File: src/hdl/jacm_pkg.sv
// Package with the shared types and constants of the joystick calibration block.
`timescale 1ns / 1ps
`default_nettype none

package jacm_pkg;

  // Default widths of a converter sample and of the fraction of a position.
  localparam int SAMPLE_BITS_DEF = 12;
  localparam int FRAC_BITS_DEF   = 15;

  // Deadzone value after reset.
  localparam int DEADZONE_RESET = 64;

  // Configuration port geometry and register map.
  localparam int CFG_ADDR_BITS = 2;
  localparam int CFG_DATA_BITS = 32;
  localparam logic [CFG_ADDR_BITS-1:0] REG_DEADZONE = 2'd0;

  // Request opcodes.
  typedef enum logic [2:0] {
    OP_MAP        = 3'd0,
    OP_CAL_START  = 3'd1,
    OP_CAL_SAMPLE = 3'd2,
    OP_CENTER     = 3'd3,
    OP_CAL_END    = 3'd4
  } op_t;

  // Sequencer states.
  typedef enum logic [1:0] {
    ST_IDLE,
    ST_PREP,
    ST_DIV,
    ST_DONE
  } state_t;

  // Controls from the sequencer to both axis lanes.
  typedef struct packed {
    logic prep;
    logic step;
  } lane_ctrl_t;

endpackage

`default_nettype wire

File: src/hdl/jacm_lane.sv
// One axis lane: calibration state, span selection and a restoring divider.
`timescale 1ns / 1ps
`default_nettype none

module jacm_lane #(
  parameter int SAMPLE_BITS = jacm_pkg::SAMPLE_BITS_DEF,
  parameter int FRAC_BITS   = jacm_pkg::FRAC_BITS_DEF
) (
  input  logic                   clk,
  input  logic                   rst,
  input  jacm_pkg::lane_ctrl_t   ctrl,
  input  logic [2:0]             op,
  input  logic [SAMPLE_BITS-1:0] sample,
  input  logic [SAMPLE_BITS-1:0] deadzone,
  input  logic                   cal_active,
  output logic [FRAC_BITS:0]     pos
);

  localparam int S = SAMPLE_BITS;
  localparam int F = FRAC_BITS;
  localparam logic [S-1:0] MID_SCALE = {1'b0, {(S-1){1'b1}}};
  localparam logic [S-1:0] FULL_SCALE = {S{1'b1}};
  localparam logic [F-1:0] ONE_Q = {F{1'b1}};

  // Calibration state of this axis.
  logic [S-1:0] center;
  logic [S-1:0] low;
  logic [S-1:0] high;

  // Divider and result flags.
  logic [S-1:0] rem;
  logic [F-1:0] qd;
  logic [S-1:0] den;
  logic         neg;
  logic         zero;
  logic         sat;

  // Span selection signals.
  logic [S-1:0]   delta;
  logic           in_zone;
  logic [S-1:0]   s_raised;
  logic [S-1:0]   s_clamped;
  logic           upper;
  logic [S-1:0]   num;
  logic [S-1:0]   den_sel;
  logic           no_span;
  logic [S+F-1:0] dividend;

  // Divider step signals.
  logic [S:0]   trial;
  logic [S:0]   diff;
  logic         fits;
  logic [F-1:0] mag;
  logic [F:0]   mag_ext;

  // Distance to centre, clamping and choice of the half-span that applies.
  always_comb begin
    delta     = (sample >= center) ? (sample - center) : (center - sample);
    in_zone   = (delta <= deadzone);
    s_raised  = (sample < low) ? low : sample;
    s_clamped = (s_raised > high) ? high : s_raised;
    upper     = (s_clamped >= center);
    if (upper) begin
      num     = s_clamped - center;
      den_sel = high - center;
      no_span = (high <= center);
    end else begin
      num     = center - s_clamped;
      den_sel = center - low;
      no_span = (center <= low);
    end
    // Multiplying by the all-ones fraction is a shift and a subtraction.
    dividend = {num, {F{1'b0}}} - {{F{1'b0}}, num};
  end

  // One restoring division step: the next dividend bit enters at the bottom of the remainder.
  always_comb begin
    trial = {rem, qd[F-1]};
    diff  = trial - {1'b0, den};
    fits  = (trial >= {1'b0, den});
  end

  // Calibration state updates, taken in the preparation cycle.
  always_ff @(posedge clk) begin
    if (rst) begin
      center <= MID_SCALE;
      low    <= '0;
      high   <= FULL_SCALE;
    end else if (ctrl.prep) begin
      case (op)
        jacm_pkg::OP_CAL_START: begin
          if (!cal_active) begin
            low  <= MID_SCALE;
            high <= MID_SCALE;
          end
        end
        jacm_pkg::OP_CAL_SAMPLE: begin
          if (cal_active) begin
            if (sample > high) high <= sample;
            if (sample < low) low <= sample;
          end
        end
        jacm_pkg::OP_CENTER: begin
          if (!cal_active) center <= sample;
        end
        default: begin
        end
      endcase
    end
  end

  // Divider load and iteration; a full quotient would reach one, so that case saturates.
  always_ff @(posedge clk) begin
    if (ctrl.prep) begin
      rem  <= dividend[S+F-1:F];
      qd   <= dividend[F-1:0];
      den  <= den_sel;
      neg  <= !upper;
      zero <= (op != jacm_pkg::OP_MAP) || in_zone || no_span;
      sat  <= (num >= den_sel);
    end else if (ctrl.step) begin
      rem <= fits ? diff[S-1:0] : trial[S-1:0];
      qd  <= {qd[F-2:0], fits};
    end
  end

  // Signed position from the magnitude.
  always_comb begin
    if (zero) begin
      mag = '0;
    end else if (sat) begin
      mag = ONE_Q;
    end else begin
      mag = qd;
    end
    mag_ext = {1'b0, mag};
    pos     = neg ? (~mag_ext + 1'b1) : mag_ext;
  end

endmodule

`default_nettype wire

File: src/hdl/jacm_merge.sv
// Result stage that joins the two lane positions and the calibration flag.
`timescale 1ns / 1ps
`default_nettype none

module jacm_merge #(
  parameter int FRAC_BITS = jacm_pkg::FRAC_BITS_DEF
) (
  input  logic                  clk,
  input  logic                  rst,
  input  logic                  load,
  input  logic [FRAC_BITS:0]    x_lane,
  input  logic [FRAC_BITS:0]    y_lane,
  input  logic                  cal,
  input  logic                  out_ready,
  output logic                  out_valid,
  output logic signed [FRAC_BITS:0] x_pos,
  output logic signed [FRAC_BITS:0] y_pos,
  output logic                  calibrating,
  output logic                  free
);

  // The register may take a new result when empty or being emptied.
  assign free = !out_valid || out_ready;

  // Output valid flag.
  always_ff @(posedge clk) begin
    if (rst) begin
      out_valid <= 1'b0;
    end else if (load) begin
      out_valid <= 1'b1;
    end else if (out_ready) begin
      out_valid <= 1'b0;
    end
  end

  // Output payload.
  always_ff @(posedge clk) begin
    if (load) begin
      x_pos       <= x_lane;
      y_pos       <= y_lane;
      calibrating <= cal;
    end
  end

endmodule

`default_nettype wire

File: src/hdl/joystick_axis_calibrate_map.sv
// Top level of the joystick axis calibration and mapping block.
`timescale 1ns / 1ps
`default_nettype none

// Each request carries an opcode and one X and one Y sample; both axes are
// handled at once by two identical lanes, and every request yields exactly one
// result. After the edge that accepts the request, the sequencer steps through
// a preparation state that selects the span and updates the calibration state,
// a divide state in which the restoring divider of each lane produces one
// quotient bit per cycle, and a done state that loads the output register.
// The block is ready again in the cycle after that load and takes no new
// request before then.
// The next request is accepted even if the previous result has not yet been
// taken; its own result then waits in the done state until the output register
// is free, and the block takes nothing new meanwhile. The deadzone register
// sits at byte address 0 of the configuration port and resets to 64.
module joystick_axis_calibrate_map #(
  parameter int SAMPLE_BITS = jacm_pkg::SAMPLE_BITS_DEF,
  parameter int FRAC_BITS   = jacm_pkg::FRAC_BITS_DEF
) (
  input  logic                               clk,
  input  logic                               rst,
  input  logic                               in_valid,
  output logic                               in_ready,
  input  logic [2:0]                         opcode,
  input  logic [SAMPLE_BITS-1:0]             x_sample,
  input  logic [SAMPLE_BITS-1:0]             y_sample,
  output logic                               out_valid,
  input  logic                               out_ready,
  output logic signed [FRAC_BITS:0]          x_pos,
  output logic signed [FRAC_BITS:0]          y_pos,
  output logic                               calibrating,
  input  logic                               psel,
  input  logic                               penable,
  input  logic                               pwrite,
  input  logic [jacm_pkg::CFG_ADDR_BITS-1:0] paddr,
  input  logic [jacm_pkg::CFG_DATA_BITS-1:0] pwdata,
  output logic [jacm_pkg::CFG_DATA_BITS-1:0] prdata,
  output logic                               pready
);

  localparam int CNT_BITS = $clog2(FRAC_BITS);
  localparam logic [CNT_BITS-1:0] CNT_LAST = CNT_BITS'(FRAC_BITS - 1);

  jacm_pkg::state_t     state;
  jacm_pkg::state_t     state_next;
  jacm_pkg::lane_ctrl_t ctrl;

  logic [2:0]             op;
  logic [SAMPLE_BITS-1:0] x_q;
  logic [SAMPLE_BITS-1:0] y_q;
  logic [CNT_BITS-1:0]    cnt;
  logic                   cal_active;
  logic [SAMPLE_BITS-1:0] deadzone;
  logic                   merge_load;
  logic                   merge_free;
  logic [FRAC_BITS:0]     x_lane;
  logic [FRAC_BITS:0]     y_lane;

  // Configuration port: zero wait states, deadzone is the only register.
  assign pready = 1'b1;

  always_comb begin
    if (paddr == jacm_pkg::REG_DEADZONE) begin
      prdata = {{(jacm_pkg::CFG_DATA_BITS-SAMPLE_BITS){1'b0}}, deadzone};
    end else begin
      prdata = '0;
    end
  end

  always_ff @(posedge clk) begin
    if (rst) begin
      deadzone <= SAMPLE_BITS'(jacm_pkg::DEADZONE_RESET);
    end else if (psel && penable && pwrite && pready
                 && paddr == jacm_pkg::REG_DEADZONE) begin
      deadzone <= pwdata[SAMPLE_BITS-1:0];
    end
  end

  // State register.
  always_ff @(posedge clk) begin
    if (rst) begin
      state <= jacm_pkg::ST_IDLE;
    end else begin
      state <= state_next;
    end
  end

  // Sequencer: accept, prepare, divide, hand over to the result stage.
  always_comb begin
    state_next = state;
    ctrl       = '0;
    in_ready   = 1'b0;
    merge_load = 1'b0;
    unique case (state)
      jacm_pkg::ST_IDLE: begin
        in_ready = 1'b1;
        if (in_valid) state_next = jacm_pkg::ST_PREP;
      end
      jacm_pkg::ST_PREP: begin
        ctrl.prep  = 1'b1;
        state_next = jacm_pkg::ST_DIV;
      end
      jacm_pkg::ST_DIV: begin
        ctrl.step = 1'b1;
        if (cnt == CNT_LAST) state_next = jacm_pkg::ST_DONE;
      end
      jacm_pkg::ST_DONE: begin
        if (merge_free) begin
          merge_load = 1'b1;
          state_next = jacm_pkg::ST_IDLE;
        end
      end
      default: begin
        state_next = jacm_pkg::ST_IDLE;
      end
    endcase
  end

  // Request capture.
  always_ff @(posedge clk) begin
    if (in_valid && in_ready) begin
      op  <= opcode;
      x_q <= x_sample;
      y_q <= y_sample;
    end
  end

  // Divider step counter.
  always_ff @(posedge clk) begin
    if (rst) begin
      cnt <= '0;
    end else if (ctrl.prep) begin
      cnt <= '0;
    end else if (ctrl.step) begin
      cnt <= cnt + 1'b1;
    end
  end

  // Range calibration flag, shared by both lanes.
  always_ff @(posedge clk) begin
    if (rst) begin
      cal_active <= 1'b0;
    end else if (ctrl.prep) begin
      if (op == jacm_pkg::OP_CAL_START) begin
        cal_active <= 1'b1;
      end else if (op == jacm_pkg::OP_CAL_END) begin
        cal_active <= 1'b0;
      end
    end
  end

  // Axis lanes.
  jacm_lane #(
    .SAMPLE_BITS(SAMPLE_BITS),
    .FRAC_BITS  (FRAC_BITS)
  ) u_lane_x (
    .clk       (clk),
    .rst       (rst),
    .ctrl      (ctrl),
    .op        (op),
    .sample    (x_q),
    .deadzone  (deadzone),
    .cal_active(cal_active),
    .pos       (x_lane)
  );

  jacm_lane #(
    .SAMPLE_BITS(SAMPLE_BITS),
    .FRAC_BITS  (FRAC_BITS)
  ) u_lane_y (
    .clk       (clk),
    .rst       (rst),
    .ctrl      (ctrl),
    .op        (op),
    .sample    (y_q),
    .deadzone  (deadzone),
    .cal_active(cal_active),
    .pos       (y_lane)
  );

  // Result stage.
  jacm_merge #(
    .FRAC_BITS(FRAC_BITS)
  ) u_merge (
    .clk        (clk),
    .rst        (rst),
    .load       (merge_load),
    .x_lane     (x_lane),
    .y_lane     (y_lane),
    .cal        (cal_active),
    .out_ready  (out_ready),
    .out_valid  (out_valid),
    .x_pos      (x_pos),
    .y_pos      (y_pos),
    .calibrating(calibrating),
    .free       (merge_free)
  );

endmodule

`default_nettype wire

File: config.mk
export PLATFORM = sky130hd
export DESIGN_NAME = joystick_axis_calibrate_map
export DESIGN_NICKNAME = d
export VERILOG_FILES = /design/src/hdl/jacm_pkg.sv /design/src/hdl/jacm_lane.sv /design/src/hdl/jacm_merge.sv /design/src/hdl/joystick_axis_calibrate_map.sv
export SDC_FILE = /design/constraint.sdc
export NUM_CORES = 1
export LEC_CHECK = 0
export ABC_AREA = 1
export BUFFER_PORTS_ARGS = -buffer_cell sky130_fd_sc_hd__buf_2
export CORE_ASPECT_RATIO = 1.75
export CORE_MARGIN = 1
export CORE_UTILIZATION = 60
export DETAILED_ROUTE_END_ITERATION = 8
export GPL_TIMING_DRIVEN = 1
export MAX_ROUTING_LAYER = met4
export PLACE_DENSITY = 0.86
export RECOVER_POWER = 100
export SLEW_MARGIN = 40
export SYNTH_ARGS = -nofsm -noshare
export SYNTH_HDL_FRONTEND = slang
export SYNTH_SLANG_ARGS = --single-unit
File: constraint.sdc
create_clock -name clk -period 9.45 [get_ports clk]
set_input_delay 1.4175 -clock clk [delete_from_list [all_inputs] [get_ports clk]]
set_output_delay 1.4175 -clock clk [all_outputs]
set_load 0.1 [all_outputs]
# Yosys cells after proc, flatten, opt, wreduce, memory -nomap -nowiden

Index checks and enable logic that the tools add are counted.

$add $sub $neg: 19
Eq/ne operators: 17
Order comparisons: 20
Multiplexer cells: 55
Bitwise gates (word level): 3
Reductions and logical operators: 27

Operators by type and width:

| cell                                                                    | count |
|---|---|
| 12-bit two-way mux                                                      | 26 |
| 12-bit subtractor                                                       | 14 |
| 15-bit two-way mux                                                      | 10 |
| 12-bit one-hot mux with 2 select lines                                  | 4 |
| 12-bit >= comparator                                                    | 6 |
| 12-bit less-or-equal comparator                                         | 6 |
| 27-bit by 12-bit subtractor with 27-bit output                          | 2 |
| 12-bit > comparator                                                     | 4 |
| 16-bit by 1-bit adder with 16-bit output, second input constant         | 2 |
| 15-bit NOT with 16-bit output                                           | 2 |
| 13-bit by 12-bit >= comparator with 1-bit output                        | 2 |
| 12-bit less-than comparator                                             | 2 |
| 5-bit AND reduction                                                     | 4 |
| 1-bit two-way mux                                                       | 11 |
| 2-bit inequality test, second input constant                            | 5 |
| 2-bit by 1-bit inequality test with 1-bit output, second input constant | 4 |
| 2-bit one-hot mux with 4 select lines                                   | 1 |
| 2-bit nonzero test                                                      | 4 |
| 3-bit by 2-bit equality test with 1-bit output, second input constant   | 2 |
| 2-bit two-way mux                                                       | 3 |
| 3-bit AND reduction                                                     | 2 |
| 1-bit logical OR                                                        | 5 |
| 4-bit by 1-bit adder with 4-bit output, second input constant           | 1 |
| 2-bit equality test, second input constant                              | 2 |
| 11 further kinds                                                        | 17 |

Bits in registers: 236
Word-level logic and storage cells: 172
Bits of input ports: 68

# Depth between registers and ports, before layout

Depth after elaboration: 8
Depth in mapped cells: 43
Mapped depth without buffers: 40

# Modules after synthesis

A second synthesis with hierarchy kept.

Cell total of the unflattened synthesis: 3219
Area, all modules: 22736.8 µm²

Modules (own cells, without submodules):

| module                      | cells each | instances | seq. area each (µm²) | area an instance (µm²) |
|---|---|---|---|---|
| jacm_lane at u_lane_y       | 1494       | 1         | 1981.9               | 9917.0 |
| jacm_lane at u_lane_x       | 1493       | 1         | 1981.9               | 9836.9 |
| joystick_axis_calibrate_map | 194        | 1         | 1191.1               | 1949.4 |
| jacm_merge                  | 38         | 1         | 1011.0               | 1033.5 |

# Worst setup path after synthesis

No wires, ideal clock.

Kind: flip-flop to flip-flop
Start point: reg x_q[1]
End point: reg u_lane_x.sat (data pin)
Library setup time: 0.258 ns
Setup slack: 3.742 ns
Data arrival time: 5.450 ns
Path buffers: 3
Cell stages (with the launch flop): 36
Clock period less this slack: 5.708 ns
Cells stage by stage: edfxtp_1 ha_1 a21boi_0 o211ai_1 nand2_1 nand3_1 nand2_1 clkbuf_1 o21ai_0 ha_1 inv_1 o31ai_1 nand3_1 o2111ai_1 nand2_1 clkbuf_1 o21ai_0 inv_1 fa_1 nor2_2 nor2_4 nand2_2 nand2_4 inv_2 nor2_4 buf_4 or2_2 o21ai_0 inv_1 ha_1 nand2_1 nor2_1 a211oi_1 o221ai_1 a31oi_1 nand2_1

Cells in the longest elaborated chain, start to end: 7
Elaborated cells between the ends (all ways): 10
Those cells by class: add/sub: 2; order compare: 4; mux: 4

Ends and longest elaborated chain:

| item                          | RTL line                           | source |
|---|---|---|
| start: declaration            | joystick_axis_calibrate_map.sv:50  | `logic [SAMPLE_BITS-1:0] x_q;` |
| start signal: assignment      | joystick_axis_calibrate_map.sv:124 | `x_q <= x_sample;` |
| 12-bit less-than comparator   | jacm_lane.sv:60                    | `s_raised = (sample < low) ? low : sample;` |
| 12-bit two-way mux *          | jacm_lane.sv:60                    |  |
| 12-bit > comparator           | jacm_lane.sv:61                    | `s_clamped = (s_raised > high) ? high : s_raised;` |
| 12-bit two-way mux *          | jacm_lane.sv:61                    |  |
| 12-bit >= comparator *        | jacm_lane.sv:62                    | `upper = (s_clamped >= center);` |
| 12-bit two-way mux *          | jacm_lane.sv:63                    | `if (upper) begin` |
| named net u_lane_x.den_sel[6] | jacm_lane.sv:45                    | `logic [S-1:0] den_sel;` |
| 12-bit >= comparator *        | jacm_lane.sv:120                   | `sat <= (num >= den_sel);` |
| end signal: assignment        | jacm_lane.sv:120                   |  |
| end: declaration              | jacm_lane.sv:36                    | `logic sat;` |

The timed path passes the listed nets; every way through them passes the cells marked *.
A chain may end at the register's enable or synchronous reset.

# Final worst setup path

Start point: reg x_q[1]
End point: reg u_lane_x.qd[14] (data pin)

Cells in the longest elaborated chain, start to end: 8
Elaborated cells between the ends (all ways): 10
Those cells by class: add/sub: 3; order compare: 3; mux: 4

Ends and longest elaborated chain:

| item                                             | RTL line         | source |
|---|---|---|
| 12-bit less-than comparator                      | jacm_lane.sv:60  |  |
| 12-bit two-way mux *                             | jacm_lane.sv:60  |  |
| 12-bit > comparator                              | jacm_lane.sv:61  |  |
| 12-bit two-way mux *                             | jacm_lane.sv:61  |  |
| 12-bit subtractor, or another cell as far along  | jacm_lane.sv:68  | `num = center - s_clamped;` |
| 12-bit two-way mux *                             | jacm_lane.sv:63  |  |
| 27-bit by 12-bit subtractor with 27-bit output * | jacm_lane.sv:73  | `dividend = {num, {F{1'b0}}} - {{F{1'b0}}, num};` |
| 15-bit two-way mux *                             | jacm_lane.sv:114 | `if (ctrl.prep) begin` |
| end signal: assignment                           | jacm_lane.sv:116 | `qd <= dividend[F-1:0];` |
| end signal: assignment                           | jacm_lane.sv:123 | `qd <= {qd[F-2:0], fits};` |
| end: declaration                                 | jacm_lane.sv:32  | `logic [F-1:0] qd;` |

Mark *: on every way between the ends. The rest lies on a longest branch, timed or not.

==> qor.txt <==
top cells by area, synth: edfxtp_1 19%, ha_1 16%, nand2_1 13%
Core Area: 0.03677 mm²
GRT Overall Usage: 0.3493
CP Class: register to register
maximum vdd drop: 0.1671 mV
Antenna diodes: 0
port buffer count: 94
HPWL after DPL: 51700 µm
Distinct cells, synth: 59
antenna-violating nets left: 0
Ys Warns: 0
Power Total: 7.909 mW
Max Clk Rate: 122.6 MHz
Data arrival, critical path: 8.38 ns
crit share post-route: 0.8633
Post-synth EDFFs: 144
clock skew: 0.02936 ns
Synth top area share: 0.1933
CTS Hold Buffers Added: 0
Reg clk slew, reported paths: 0.07 ns
DR iter-0 viols: 1196
Reg2Reg Setup Slack: 1.29 ns
slowest stage delay, CP: 0.66 ns
power per cell area: 333.8 mW/mm²
LEAKAGE: 11.95 nW
vias in the first global route: 21290
Rel. slew slack: -1.309
CP endpoint kind: register
Hold Crit Start: deadzone[6]
antenna violations before repair: 0
Congestion Overflow GR: 0
# IOs: 136
routability-driven placement congestion ratio: 1.032
slowest CP cell: o21ai_0
ys async rst share: 0
post-layout util: 0.6444
synthesized area: 0.02237 mm²
Die H: 257.5 µm
clk sinks: 236
Final nets: 3551
max_cap viols: 7
DRC viols: 0
Final Hold Fails: 0
worst r2r src: x_q[1]
Synth Area in Adders: 0.1747
P&R area growth vs syn: 5.905%
# setup viols final: 0
outcome: finished with violations
die area: 0.03810 mm²
count of cells resized by post-cts repair: 0
Pre-Repair DR Iteration Count: 6
DR WL/cell: 17.61 µm
hold endpoint: deadzone[6]
H-tree lvl count: 1
setup TNS: 0 ns
most common cell in the netlist: nand2_1
WHS Path Cells: 2
simple logic cell fraction of the synthesized area: 0.2392
cts bufs inserted: 24
first-pass GRT wire length: 102400 µm
vias: 21280
Worst Setup Start Kind: register
CP dominant cell by count: nand2_1
post-CTS setup repair buffer count: 0
WP data required: 9.67 ns
sequential area share after synthesis: 0.2756
failing checks: max-capacitance violations, max-slew violations
Clk Tree Root Cell: clkbuf_16
fraction of layout cells with a size suffix above 1: 0.04848
mux cell area share after synthesis: 0.001790
Routed Wire Length: 64660 µm
Vias/cell: 5.795
RSZ-0062 raised after global routing: no
Clock Tree Buf Depth: 3
hold crit path type: register to register
Compound-Gate Fraction of Synth Area: 0.1609
largest family of logic cells by synthesized area: simple AND/OR/NAND/NOR gates
Worst-Skew Late Latency: 0.58 ns
CTS tree: built
largest fanout on the critical path: 30
top cells by count, synth: 752 x nand2_1, 498 x inv_1, 290 x ha_1, 252 x o21ai_0, 244 x a21oi_1
Tightest Pin Transition: 3.464 ns
Initial Util: 0.6085
#FFs+latches synth: 236
path depth of the worst reg2reg path: 28
max-slew violation count: 360
Chip Width: 148.0 µm
r2r endpoint: u_lane_x.qd[14]
xor and xnor area share after synthesis: 0.03875
dominant synthesized flop cell: edfxtp_1
Rows: 93
crit path time final: 8.158 ns
synthesized area per cell: 7.151 µm²
Syn Inst Count: 3129
cell accounting for the most synthesized area: edfxtp_1
largest net degree at the start of global routing: 85
worst setup path start: x_q[1]
## state kept, by name, indices dropped and copies added (netlist names), 15 cells and up
register       cells
u_lane_y.qd       15
u_merge.y_pos     16
u_lane_x.qd       15
u_merge.x_pos     16
## area by class of cell
class	count	area, µm²
clock inverter	13	117.6
clock buffer	31	699.4
inverter	508	1907
timing repair buffer	102	446.7
fill	3336	13080
tap	475	594.3
multi-input combinational	2307	13760
sequential	236	6166
## worst max-delay path by stage
stage	depth (start not counted)	end	slack [ns]
finish	28	u_lane_x.qd[14]	1.29
CTS	32	u_lane_y.sat	1.81
global route	28	u_lane_x.qd[13]	0.65
detailed placement	32	u_lane_y.sat	1.81
floorplan	35	u_lane_x.sat	3.74
global placement	34	u_lane_y.sat	1.93
## per-stage QoR
stage / worst slack (ns) / hold WS [ns] / std cells / instance area, µm²
floorplan: 3.742 / 0.4460 / 3148 / 22450
global route: 0.6450 / 0.5255 / 3672 / 23700
CTS: 1.810 / 0.4906 / 3671 / 23900
finish: 1.292 / 0.4978 / 3672 / 23700
global placement: 1.928 / 0.4570 / 3626 / 23060
detailed placement: 1.809 / 0.4728 / 3627 / 23080
## layout by cell type (no fill, tap or decap), types with 3 or more instances in the layout
master and count:
nand3_4 3, dfxtp_1 92, nand3_1 155, edfxtp_1 144, o2111ai_1 6, nor2_2 6
nand2_2 19, clkbuf_8 3, o21bai_1 9, ha_1 289, a21oi_1 244, o211ai_1 55
nand2_1 761, nand4_1 40, a31oi_1 29, inv_2 5, conb_1 21, a221oi_1 5
clkinv_1 4, a21o_1 13, a211oi_1 6, xnor2_1 39, mux2i_1 4, nor3_1 35
xor2_1 60, buf_2 45, o31ai_1 6, clkbuf_16 26, nand3b_1 5, and3_1 6
inv_1 501, nor2_4 4, clkbuf_1 57, fa_1 14, nor2_1 163, nand2_4 8
o21ai_1 6, o21ai_0 256, or2_2 17
## power by group
group          leakage (nW)  internal (mW)  switching (mW)
clock                 0.399          0.557           0.448
combinational          9.46           1.65            3.45
sequential             2.09           1.60           0.205
total                  12.0           3.81            4.10
## critical path, delay by kind of cell (launching register included)
family	cells	cell delay (ns)
and+or+nand+nor	15	3.69
adders and majority gates	3	1.19
buffers and inverters	2	0.24
DFF	1	0.56
AOI/OAI and AO/OA	8	2.11
## logic make-up (layout without fill, tap and decap cells)
| logic type | count (synthesis) | count (layout) |
|---|---|---|
| other | 2 | 21 |
| xor gates and xnor gates | 99 | 99 |
| AOI/OAI and AO/OA | 648 | 648 |
| muxes | 4 | 4 |
| DFF | 236 | 236 |
| and+or+nand+nor | 1231 | 1231 |
| buffers and inverters | 605 | 654 |
| adders and majority gates | 304 | 304 |
## routing by layer
layer,vias up,track usage,part of all wire
li1,10430,-,-
met1,9737,0.3348,0.36
met2,792,0.6243,0.50
met3,323,0.03227,0.042
met4,0,0.2944,0.094
met5,-,-,0
Note: power is estimated with default switching activity, not from simulation.
